--- config.mk ---
export PLATFORM = sky130hd
export DESIGN_NAME = partition_fit_allocator
export DESIGN_NICKNAME = d
export VERILOG_FILES = /design/src/hw/rtl/pfa_pkg.sv /design/src/hw/rtl/partition_fit_allocator.sv /design/src/hw/rtl/pfa_datapath.sv /design/src/hw/rtl/pfa_ctrl.sv
export SDC_FILE = /design/constraint.sdc
export NUM_CORES = 1
export LEC_CHECK = 0
export BUFFER_PORTS_ARGS = -buffer_cell sky130_fd_sc_hd__buf_2
export CAP_MARGIN = 20
export CORE_MARGIN = 4
export CORE_UTILIZATION = 45
export CTS_CLUSTER_SIZE = 30
export DETAILED_ROUTE_END_ITERATION = 10
export PLACE_DENSITY = 0.65
export SYNTH_ARGS = -nofsm -noshare
export SYNTH_HDL_FRONTEND = slang
export SYNTH_SLANG_ARGS = --single-unit
--- constraint.sdc ---
create_clock -name clk_i -period 5.73 [get_ports clk_i]
set_input_delay 0.573 -clock clk_i [delete_from_list [all_inputs] [get_ports clk_i]]
set_output_delay 0.573 -clock clk_i [all_outputs]
set_load 0.1 [all_outputs]
--- src/hw/rtl/pfa_pkg.sv ---
// Package for the partition fit allocator: payload words, codes and the
// controller/datapath command and status structs. No dependencies.
package pfa_pkg;

  localparam int unsigned AmountW = 16;
  localparam int unsigned IndexW  = 4;
  localparam int unsigned CountW  = 5;
  localparam int unsigned CfgDataW = 5;
  localparam logic [CountW-1:0] BlocksReset = 5'd16;

  typedef enum logic {
    CMD_LOAD    = 1'b0,
    CMD_REQUEST = 1'b1
  } cmd_e;

  typedef enum logic [1:0] {
    FIT_FIRST = 2'd0,
    FIT_NEXT  = 2'd1,
    FIT_BEST  = 2'd2,
    FIT_WORST = 2'd3
  } fit_policy_e;

  typedef enum logic {
    CFG_FIT_POLICY    = 1'b0,
    CFG_BLOCKS_IN_USE = 1'b1
  } cfg_reg_e;

  typedef enum logic [1:0] {
    ST_IDLE,
    ST_SCAN,
    ST_DRAIN,
    ST_DONE
  } state_e;

  typedef struct packed {
    cmd_e               cmd;
    logic [IndexW-1:0]  load_index;
    logic [AmountW-1:0] amount;
  } in_word_t;

  typedef struct packed {
    logic               granted;
    logic [IndexW-1:0]  chosen_block;
    logic [AmountW-1:0] space_left;
  } out_word_t;

  // controller -> datapath
  typedef struct packed {
    logic load;   // write a capacity from the input word
    logic start;  // capture a request, set up the scan
    logic issue;  // read one partition and step the scan
    logic wb;     // write back and fill the output register
  } dp_cmd_t;

  // datapath -> controller
  typedef struct packed {
    logic last_issue;
    logic empty;
  } dp_status_t;

endpackage

--- src/hw/rtl/partition_fit_allocator.sv ---
// Top level of the partition fit allocator: joins pfa_ctrl and pfa_datapath.
// Depends on pfa_pkg.
//
//   channel  handshake               word
//   in       in_valid_i/in_ready_o   in_word_i   (load or request)
//   out      out_valid_o/out_ready_i out_word_o  (one per request)
//   cfg      cfg_valid_i/cfg_ready_o cfg_index_i, cfg_wdata_i
//
// A load is written as it is accepted. A request passes through acceptance,
// one read of the capacity memory per partition searched, an evaluation of
// the last word and a write back. With no partition searched a request goes
// from acceptance straight to the write back.
// Reset sets first fit and a block count of 16 and clears the next-fit
// pointer and control; the capacity memory holds nothing until loaded. A full
// output register holds the write back until the word is taken.
module partition_fit_allocator #(
  parameter int unsigned MAX_BLOCKS = 16,
  parameter int unsigned SIZE_BITS  = 16
) (
  input  logic                         clk_i,
  input  logic                         rst_ni,
  input  logic                         in_valid_i,
  output logic                         in_ready_o,
  input  pfa_pkg::in_word_t            in_word_i,
  output logic                         out_valid_o,
  input  logic                         out_ready_i,
  output pfa_pkg::out_word_t           out_word_o,
  input  logic                         cfg_valid_i,
  output logic                         cfg_ready_o,
  input  pfa_pkg::cfg_reg_e            cfg_index_i,
  input  logic [pfa_pkg::CfgDataW-1:0] cfg_wdata_i
);

  pfa_pkg::dp_cmd_t    dp_cmd;
  pfa_pkg::dp_status_t dp_status;

  assign cfg_ready_o = 1'b1;

  pfa_ctrl u_ctrl (
    .clk_i       (clk_i),
    .rst_ni      (rst_ni),
    .in_valid_i  (in_valid_i),
    .in_cmd_i    (in_word_i.cmd),
    .in_ready_o  (in_ready_o),
    .out_valid_o (out_valid_o),
    .out_ready_i (out_ready_i),
    .status_i    (dp_status),
    .cmd_o       (dp_cmd)
  );

  pfa_datapath #(
    .MAX_BLOCKS (MAX_BLOCKS),
    .SIZE_BITS  (SIZE_BITS)
  ) u_datapath (
    .clk_i       (clk_i),
    .rst_ni      (rst_ni),
    .cfg_valid_i (cfg_valid_i),
    .cfg_index_i (cfg_index_i),
    .cfg_wdata_i (cfg_wdata_i),
    .in_word_i   (in_word_i),
    .cmd_i       (dp_cmd),
    .status_o    (dp_status),
    .out_word_o  (out_word_o)
  );

endmodule

--- src/hw/rtl/pfa_datapath.sv ---
// Datapath: partition capacity memory, scan counters, fit compare, config
// registers, next-fit pointer and output word register. Uses pfa_pkg.
module pfa_datapath #(
  parameter int unsigned MAX_BLOCKS = 16,
  parameter int unsigned SIZE_BITS  = 16
) (
  input  logic                        clk_i,
  input  logic                        rst_ni,
  input  logic                        cfg_valid_i,
  input  pfa_pkg::cfg_reg_e           cfg_index_i,
  input  logic [pfa_pkg::CfgDataW-1:0] cfg_wdata_i,
  input  pfa_pkg::in_word_t           in_word_i,
  input  pfa_pkg::dp_cmd_t            cmd_i,
  output pfa_pkg::dp_status_t         status_o,
  output pfa_pkg::out_word_t          out_word_o
);

  localparam int unsigned IW  = (MAX_BLOCKS > 1) ? $clog2(MAX_BLOCKS) : 1;
  localparam int unsigned CNW = $clog2(MAX_BLOCKS + 1);
  localparam int unsigned CW  = (SIZE_BITS > pfa_pkg::AmountW) ? SIZE_BITS : pfa_pkg::AmountW;

  pfa_pkg::fit_policy_e           policy_q;
  logic [pfa_pkg::CountW-1:0]     biu_q;
  logic [CNW-1:0]                 n_w;

  logic [SIZE_BITS-1:0]           mem_q [MAX_BLOCKS];
  logic                           mem_we;
  logic [IW-1:0]                  mem_waddr;
  logic [SIZE_BITS-1:0]           mem_wdata;

  logic [pfa_pkg::AmountW-1:0]    amount_q;
  logic [IW-1:0]                  j_q, j_d, j_next;
  logic [CNW-1:0]                 i_q, i_d, j_inc;
  logic [IW-1:0]                  ptr_q, ptr_d;
  logic [SIZE_BITS-1:0]           rd_data_q;
  logic [IW-1:0]                  rd_idx_q;
  logic                           rd_vld_q;

  logic                           found_q, found_d;
  logic [IW-1:0]                  best_idx_q, best_idx_d;
  logic [SIZE_BITS-1:0]           best_left_q, best_left_d;
  logic [CW:0]                    diff;
  logic                           fits, better;
  logic [SIZE_BITS-1:0]           left;
  pfa_pkg::out_word_t             out_q;

  // configuration registers
  always_ff @(posedge clk_i or negedge rst_ni) begin
    if (!rst_ni) begin
      policy_q <= pfa_pkg::FIT_FIRST;
      biu_q    <= pfa_pkg::BlocksReset;
    end else if (cfg_valid_i) begin
      unique case (cfg_index_i)
        pfa_pkg::CFG_FIT_POLICY:    policy_q <= pfa_pkg::fit_policy_e'(cfg_wdata_i[1:0]);
        pfa_pkg::CFG_BLOCKS_IN_USE: biu_q    <= cfg_wdata_i;
        default: ;
      endcase
    end
  end

  assign n_w = (32'(biu_q) > MAX_BLOCKS) ? CNW'(MAX_BLOCKS) : CNW'(biu_q);

  assign status_o.empty      = (n_w == '0);
  assign status_o.last_issue = (i_q == n_w - CNW'(1));

  // scan address and count
  assign j_inc  = CNW'(j_q) + CNW'(1);
  assign j_next = (j_inc == n_w) ? '0 : IW'(j_inc);

  always_comb begin
    j_d = j_q;
    i_d = i_q;
    if (cmd_i.start) begin
      i_d = '0;
      if (policy_q == pfa_pkg::FIT_NEXT && CNW'(ptr_q) < n_w) begin
        j_d = ptr_q;
      end else begin
        j_d = '0;
      end
    end else if (cmd_i.issue) begin
      j_d = j_next;
      i_d = i_q + CNW'(1);
    end
  end

  // fit evaluation on the registered read word
  assign diff = {1'b0, CW'(rd_data_q)} - {1'b0, CW'(amount_q)};
  assign fits = !diff[CW];
  assign left = diff[SIZE_BITS-1:0];

  always_comb begin
    case (policy_q)
      pfa_pkg::FIT_BEST:  better = !found_q || (left < best_left_q);
      pfa_pkg::FIT_WORST: better = !found_q || (left > best_left_q);
      default:            better = !found_q;
    endcase
  end

  always_comb begin
    found_d     = found_q;
    best_idx_d  = best_idx_q;
    best_left_d = best_left_q;
    if (cmd_i.start) begin
      found_d = 1'b0;
    end else if (rd_vld_q && fits && better) begin
      found_d     = 1'b1;
      best_idx_d  = rd_idx_q;
      best_left_d = left;
    end
  end

  always_comb begin
    ptr_d = ptr_q;
    if (cmd_i.load && 32'(in_word_i.load_index) < MAX_BLOCKS) begin
      ptr_d = '0;
    end else if (cmd_i.wb && found_q && policy_q == pfa_pkg::FIT_NEXT) begin
      ptr_d = best_idx_q;
    end
  end

  always_ff @(posedge clk_i or negedge rst_ni) begin
    if (!rst_ni) begin
      ptr_q    <= '0;
      rd_vld_q <= 1'b0;
      found_q  <= 1'b0;
      i_q      <= '0;
      j_q      <= '0;
    end else begin
      ptr_q    <= ptr_d;
      rd_vld_q <= cmd_i.issue;
      found_q  <= found_d;
      i_q      <= i_d;
      j_q      <= j_d;
    end
  end

  always_ff @(posedge clk_i) begin
    best_idx_q  <= best_idx_d;
    best_left_q <= best_left_d;
    if (cmd_i.start) begin
      amount_q <= in_word_i.amount;
    end
  end

  // single write port: loads in idle, write back at the end of a request
  always_comb begin
    mem_we    = 1'b0;
    mem_waddr = best_idx_q;
    mem_wdata = best_left_q;
    if (cmd_i.load) begin
      mem_we    = 32'(in_word_i.load_index) < MAX_BLOCKS;
      mem_waddr = IW'(in_word_i.load_index);
      mem_wdata = SIZE_BITS'(in_word_i.amount);
    end else if (cmd_i.wb) begin
      mem_we = found_q;
    end
  end

  always_ff @(posedge clk_i) begin
    if (mem_we) begin
      mem_q[mem_waddr] <= mem_wdata;
    end
    if (cmd_i.issue) begin
      rd_data_q <= mem_q[j_q];
      rd_idx_q  <= j_q;
    end
  end

  always_ff @(posedge clk_i) begin
    if (cmd_i.wb) begin
      out_q.granted      <= found_q;
      out_q.chosen_block <= found_q ? pfa_pkg::IndexW'(best_idx_q) : '0;
      out_q.space_left   <= found_q ? pfa_pkg::AmountW'(best_left_q) : '0;
    end
  end

  assign out_word_o = out_q;

  a_issue_in_range: assert property (@(posedge clk_i) disable iff (!rst_ni)
    cmd_i.issue |-> (i_q < n_w) && (CNW'(j_q) < n_w))
    else $error("scan read beyond the searched partitions");

  a_grant_in_range: assert property (@(posedge clk_i) disable iff (!rst_ni)
    (cmd_i.wb && found_q) |-> (CNW'(best_idx_q) < n_w))
    else $error("granted partition outside the searched range");

  a_load_clears_ptr: assert property (@(posedge clk_i) disable iff (!rst_ni)
    (cmd_i.load && 32'(in_word_i.load_index) < MAX_BLOCKS) |=> (ptr_q == '0))
    else $error("next-fit pointer not cleared by a load");

endmodule

--- src/hw/rtl/pfa_ctrl.sv ---
// Controller: state machine sequencing loads and request scans, and the
// output valid flag. Uses pfa_pkg.
module pfa_ctrl (
  input  logic                clk_i,
  input  logic                rst_ni,
  input  logic                in_valid_i,
  input  pfa_pkg::cmd_e       in_cmd_i,
  output logic                in_ready_o,
  output logic                out_valid_o,
  input  logic                out_ready_i,
  input  pfa_pkg::dp_status_t status_i,
  output pfa_pkg::dp_cmd_t    cmd_o
);

  pfa_pkg::state_e state_q, state_d;
  logic            out_valid_q, out_valid_d;
  logic            accept;

  assign in_ready_o  = (state_q == pfa_pkg::ST_IDLE);
  assign accept      = in_valid_i && in_ready_o;
  assign out_valid_o = out_valid_q;

  always_ff @(posedge clk_i or negedge rst_ni) begin
    if (!rst_ni) begin
      state_q     <= pfa_pkg::ST_IDLE;
      out_valid_q <= 1'b0;
    end else begin
      state_q     <= state_d;
      out_valid_q <= out_valid_d;
    end
  end

  always_comb begin
    state_d = state_q;
    cmd_o   = '0;
    unique case (state_q)
      pfa_pkg::ST_IDLE: begin
        if (accept) begin
          if (in_cmd_i == pfa_pkg::CMD_LOAD) begin
            cmd_o.load = 1'b1;
          end else begin
            cmd_o.start = 1'b1;
            state_d = status_i.empty ? pfa_pkg::ST_DONE : pfa_pkg::ST_SCAN;
          end
        end
      end
      pfa_pkg::ST_SCAN: begin
        cmd_o.issue = 1'b1;
        if (status_i.last_issue) begin
          state_d = pfa_pkg::ST_DRAIN;
        end
      end
      pfa_pkg::ST_DRAIN: begin
        state_d = pfa_pkg::ST_DONE;
      end
      pfa_pkg::ST_DONE: begin
        if (!out_valid_q || out_ready_i) begin
          cmd_o.wb = 1'b1;
          state_d  = pfa_pkg::ST_IDLE;
        end
      end
      default: state_d = pfa_pkg::ST_IDLE;
    endcase
  end

  always_comb begin
    if (cmd_o.wb) begin
      out_valid_d = 1'b1;
    end else if (out_ready_i) begin
      out_valid_d = 1'b0;
    end else begin
      out_valid_d = out_valid_q;
    end
  end

  a_req_starts_scan: assert property (@(posedge clk_i) disable iff (!rst_ni)
    (accept && in_cmd_i == pfa_pkg::CMD_REQUEST)
      |=> (state_q == pfa_pkg::ST_SCAN || state_q == pfa_pkg::ST_DONE))
    else $error("request did not start a scan");

  a_wb_publishes: assert property (@(posedge clk_i) disable iff (!rst_ni)
    cmd_o.wb |=> out_valid_q)
    else $error("write back without a result word");

  a_no_overwrite: assert property (@(posedge clk_i) disable iff (!rst_ni)
    cmd_o.wb |-> (!out_valid_q || out_ready_i))
    else $error("result word overwritten before it was taken");

endmodule

==> flow_summary.json <==
{
  "clk_latency_ns": 0.54,
  "synth_area_leaders": "edfxtp_1, mux4_2, dfrtp_1, ha_1, nor2_1",
  "yosysWarnings": 0,
  "pwr-share-clk_pct": 28.2,
  "die_area_um2": 36300,
  "viasPerCell": 5.49,
  "cp_max_fo": 20,
  "cts_max_level": 2,
  "final_nets": 1019,
  "synth_ff_type": "edfxtp_1",
  "ys_types": 62,
  "row_count": 66,
  "period_share_pct": 81.5,
  "numClockSinks": 358,
  "p_comb_share_pct": 32.0,
  "wire_per_inst_um": 22.3,
  "fin_crit_ns": 4.67,
  "drc_errors": 0,
  "synth_top_area_share_pct": 66.6,
  "critPathKind": "flop to flop",
  "cts.clk_slew.worst_paths_ns": 0.07,
  "p_leak_uw": 0.00604,
  "cts_hold_buf": 0,
  "maxCapViolations": 0,
  "wl_um": 31600,
  "grt_max_degree": 38,
  "clock_skew_ns": 0.0243,
  "place_ws_ns": 1.09,
  "cts_tree": "yes",
  "areaGrowthSynthToFinish_pct": 16.1,
  "cts_setup_buffers": 0,
  "fmaxAchievable_ghz": 0.214,
  "synth-edff-count": 333,
  "status": "completed",
  "top_level_ports": 56,
  "synthCells": 840,
  "cts_made_buffers": 37,
  "p_seq_share_pct": 39.8,
  "cts_resized": 0,
  "globalRouteTotalUtil_pct": 17.6,
  "yosysTopAreaCell": "edfxtp_1",
  "drive_gt1_share_pct": 28.4,
  "syn_nets": 915,
  "p_int_uw": 6210,
  "yosysSeqAreaShare_pct": 70.8,
  "drt_pass1_iterations": 7,
  "chipWidth_um": 191,
  "worstHoldPathType": "input port to async pin",
  "hpwl_um": 19900,
  "cp-endpoint": "u_datapath.best_left_q[9]",
  "rsz0062_at_grt": "no",
  "slew_violations": 0,
  "hold_violations": 0,
  "setup_ws_ns": 1.06,
  "die_h_um": 191,
  "grt_first_pass_wirelength_um": 47900,
  "core_area_um2": 32700,
  "rrSetupSlack_ns": 1.06,
  "avgSynthCellArea_um2": 17.9,
  "start_util_pct": 45.9,
  "synthArstFlopShare_pct": 6.98,
  "antenna_found_initial": 0,
  "power.switching_uw": 3040,
  "ir_worst_vdd_mv": 0.296,
  "syn-cell-area_um2": 15000,
  "grt_pass1_vias": 7796,
  "portBuffers": 54,
  "startpoint_type": "flop",
  "grt_overflow": 0,
  "synth.ff_latch_count": 358,
  "antennaDiodeCount": 0,
  "r2r_cells": 19,
  "finalSetupTns_ns": 0,
  "reg2reg_from": "u_datapath.rd_data_q[0]",
  "ctsLongestPathBuffers": 3,
  "critPathLaunch": "u_datapath.rd_data_q[0]",
  "worstPathRequired_ns": 5.93,
  "slew_headroom_pct": 37.9,
  "setup_viol_count_final": 0,
  "r2r-end": "u_datapath.best_left_q[9]",
  "num_vias": 7773,
  "drt_iter0_markers": 728,
  "cts_root_buf": "clkbuf_16",
  "p_total_uw": 9250,
  "crit_arrival_ns": 4.87,
  "gp_congestion": 0.748,
  "tightest_slew_ns": 0.931,
  "p_per_area_nw_per_um2": 531,
  "end_kind": "flop",
  "p_sw_share_pct": 32.9,
  "ant_nets": 0
}
power by group through the flow:
stage / Clock (µW) / Sequential (µW) / Combinational, µW
2_1_floorplan: 0 / 3900 / 2030
3_3_place_gp: 0 / 3730 / 2920
6_report: 2610 / 3680 / 2960
4_1_cts: 2650 / 3690 / 2980
5_1_grt: 2770 / 3710 / 3250
3_5_place_dp: 0 / 3740 / 2960
worst min path at each step:
stage                           start                        to  slack [ns]  cells after the start
2_1_floorplan                  rst_ni        u_ctrl.out_valid_o        0.28                      0
3_3_place_gp   u_datapath.rd_idx_q[0]  u_datapath.best_idx_q[0]        0.41                      0
3_5_place_dp   u_datapath.rd_idx_q[0]  u_datapath.best_idx_q[0]        0.41                      0
4_1_cts                        rst_ni       u_datapath.biu_q[3]        0.05                      1
5_1_grt                        rst_ni       u_datapath.biu_q[3]        0.08                      1
6_report                       rst_ni       u_datapath.biu_q[1]        0.05                      1
synth_stat cells (4+ instances only):
library cell / instances
mux2_2: 7
nor3_1: 9
nand4_1: 8
ha_1: 42
a21o_1: 9
nor2_1: 51
a31oi_1: 5
nor2b_1: 5
nor3b_1: 9
mux4_2: 80
nand2b_1: 4
dfrtp_1: 24
xor2_1: 9
inv_1: 46
o31ai_1: 4
buf_2: 12
a21oi_1: 17
mux2i_1: 4
buf_1: 5
nand2_1: 42
xnor2_1: 20
clkbuf_1: 12
o21ai_0: 25
and2_1: 4
edfxtp_1: 333
nand3_1: 6
routing by layer:
metal	vias to the layer above	global-route usage [%]	wire length (µm)
li1	3515	-	-
met1	3971	25.3	13800
met2	250	28.9	15300
met3	37	2.86	1970
met4	0	3.54	511
met5	-	0	0
stage by stage:
stage / utilization [%] / instances / instance area, µm² / hold WS (ns)
floorplan: - / 840 / 15000 / 0.277
global placement: 49.0 / 1343 / 16000 / 0.407
detailed placement: 49.0 / 1344 / 16000 / 0.405
CTS: 53.2 / 1412 / 17400 / 0.0514
global route: 53.3 / 1415 / 17400 / 0.0807
finish: 53.3 / 1415 / 17400 / 0.0459
flip-flops by register name (all words and copies together) (netlist names), 2 cells and up:
register	flops
u_datapath.mem_q	256
u_datapath.rd_data_q	16
u_datapath.ptr_q	4
u_datapath.out_word_o	21
u_datapath.biu_q	5
u_datapath.best_idx_q	4
u_datapath.policy_q	2
u_datapath.rd_idx_q	4
u_datapath.amount_q	16
u_datapath.j_q	4
u_datapath.best_left_q	16
u_datapath.i_q	5
u_ctrl.state_q	2
worst max-delay path, cell delays in order (launching register included):
cell,delay (ns)
edfxtp_1,0.37
inv_1,0.07
ha_1,0.16
inv_1,0.05
fa_1,0.43
a211oi_1,0.23
o21bai_1,0.12
a21oi_1,0.33
o31ai_2,0.12
a31o_2,0.25
a21oi_1,0.17
xnor2_1,0.17
ha_1,0.29
nand4_1,0.14
a2111oi_0,0.09
a2111oi_1,0.51
mux2i_1,0.25
a21oi_1,0.10
nor3_2,0.17
buf_4,0.30
placed cells by master (no fill, tap or decap), types with 6 or more instances in the layout:
master / synthesis / final
nand4_1: 8 / 8
buf_2: 12 / 54
a21o_1: 9 / 9
clkbuf_16: 0 / 37
nand2_1: 42 / 42
clkinv_1: 1 / 6
buf_4: 1 / 40
nor2_1: 51 / 34
a21oi_1: 17 / 17
ha_1: 42 / 42
xor2_1: 9 / 9
mux4_2: 80 / 80
dfrtp_1: 24 / 22
xnor2_1: 20 / 20
mux2_2: 7 / 7
nor3b_1: 9 / 9
nor3_1: 9 / 8
bufinv_16: 0 / 8
inv_1: 46 / 46
nand3_1: 6 / 6
edfxtp_1: 333 / 333
nor2_2: 0 / 17
o21ai_0: 25 / 23
cell type report:
cell class | count | area (µm²)
clock buffers | 39 | 933
clock inverters | 29 | 415
fillers | 2566 | 15300
inverters | 47 | 176
multi-input cells | 403 | 4090
flip-flops and latches | 358 | 10600
well taps | 442 | 553
repair buffers | 97 | 614
cells by family after synthesis:
logic type	after synthesis	share of synthesized area, %
buffers and inverters	79	2.20
XOR/XNOR	29	1.69
other	1	0.0250
flip-flops	358	70.8
AND/OR/NAND/NOR	146	4.52
AO/OA/AOI/OAI	93	4.29
adder cells (fa/ha/maj)	43	3.64
multiplexers	91	12.8
Power figures use the tool's default switching activity.
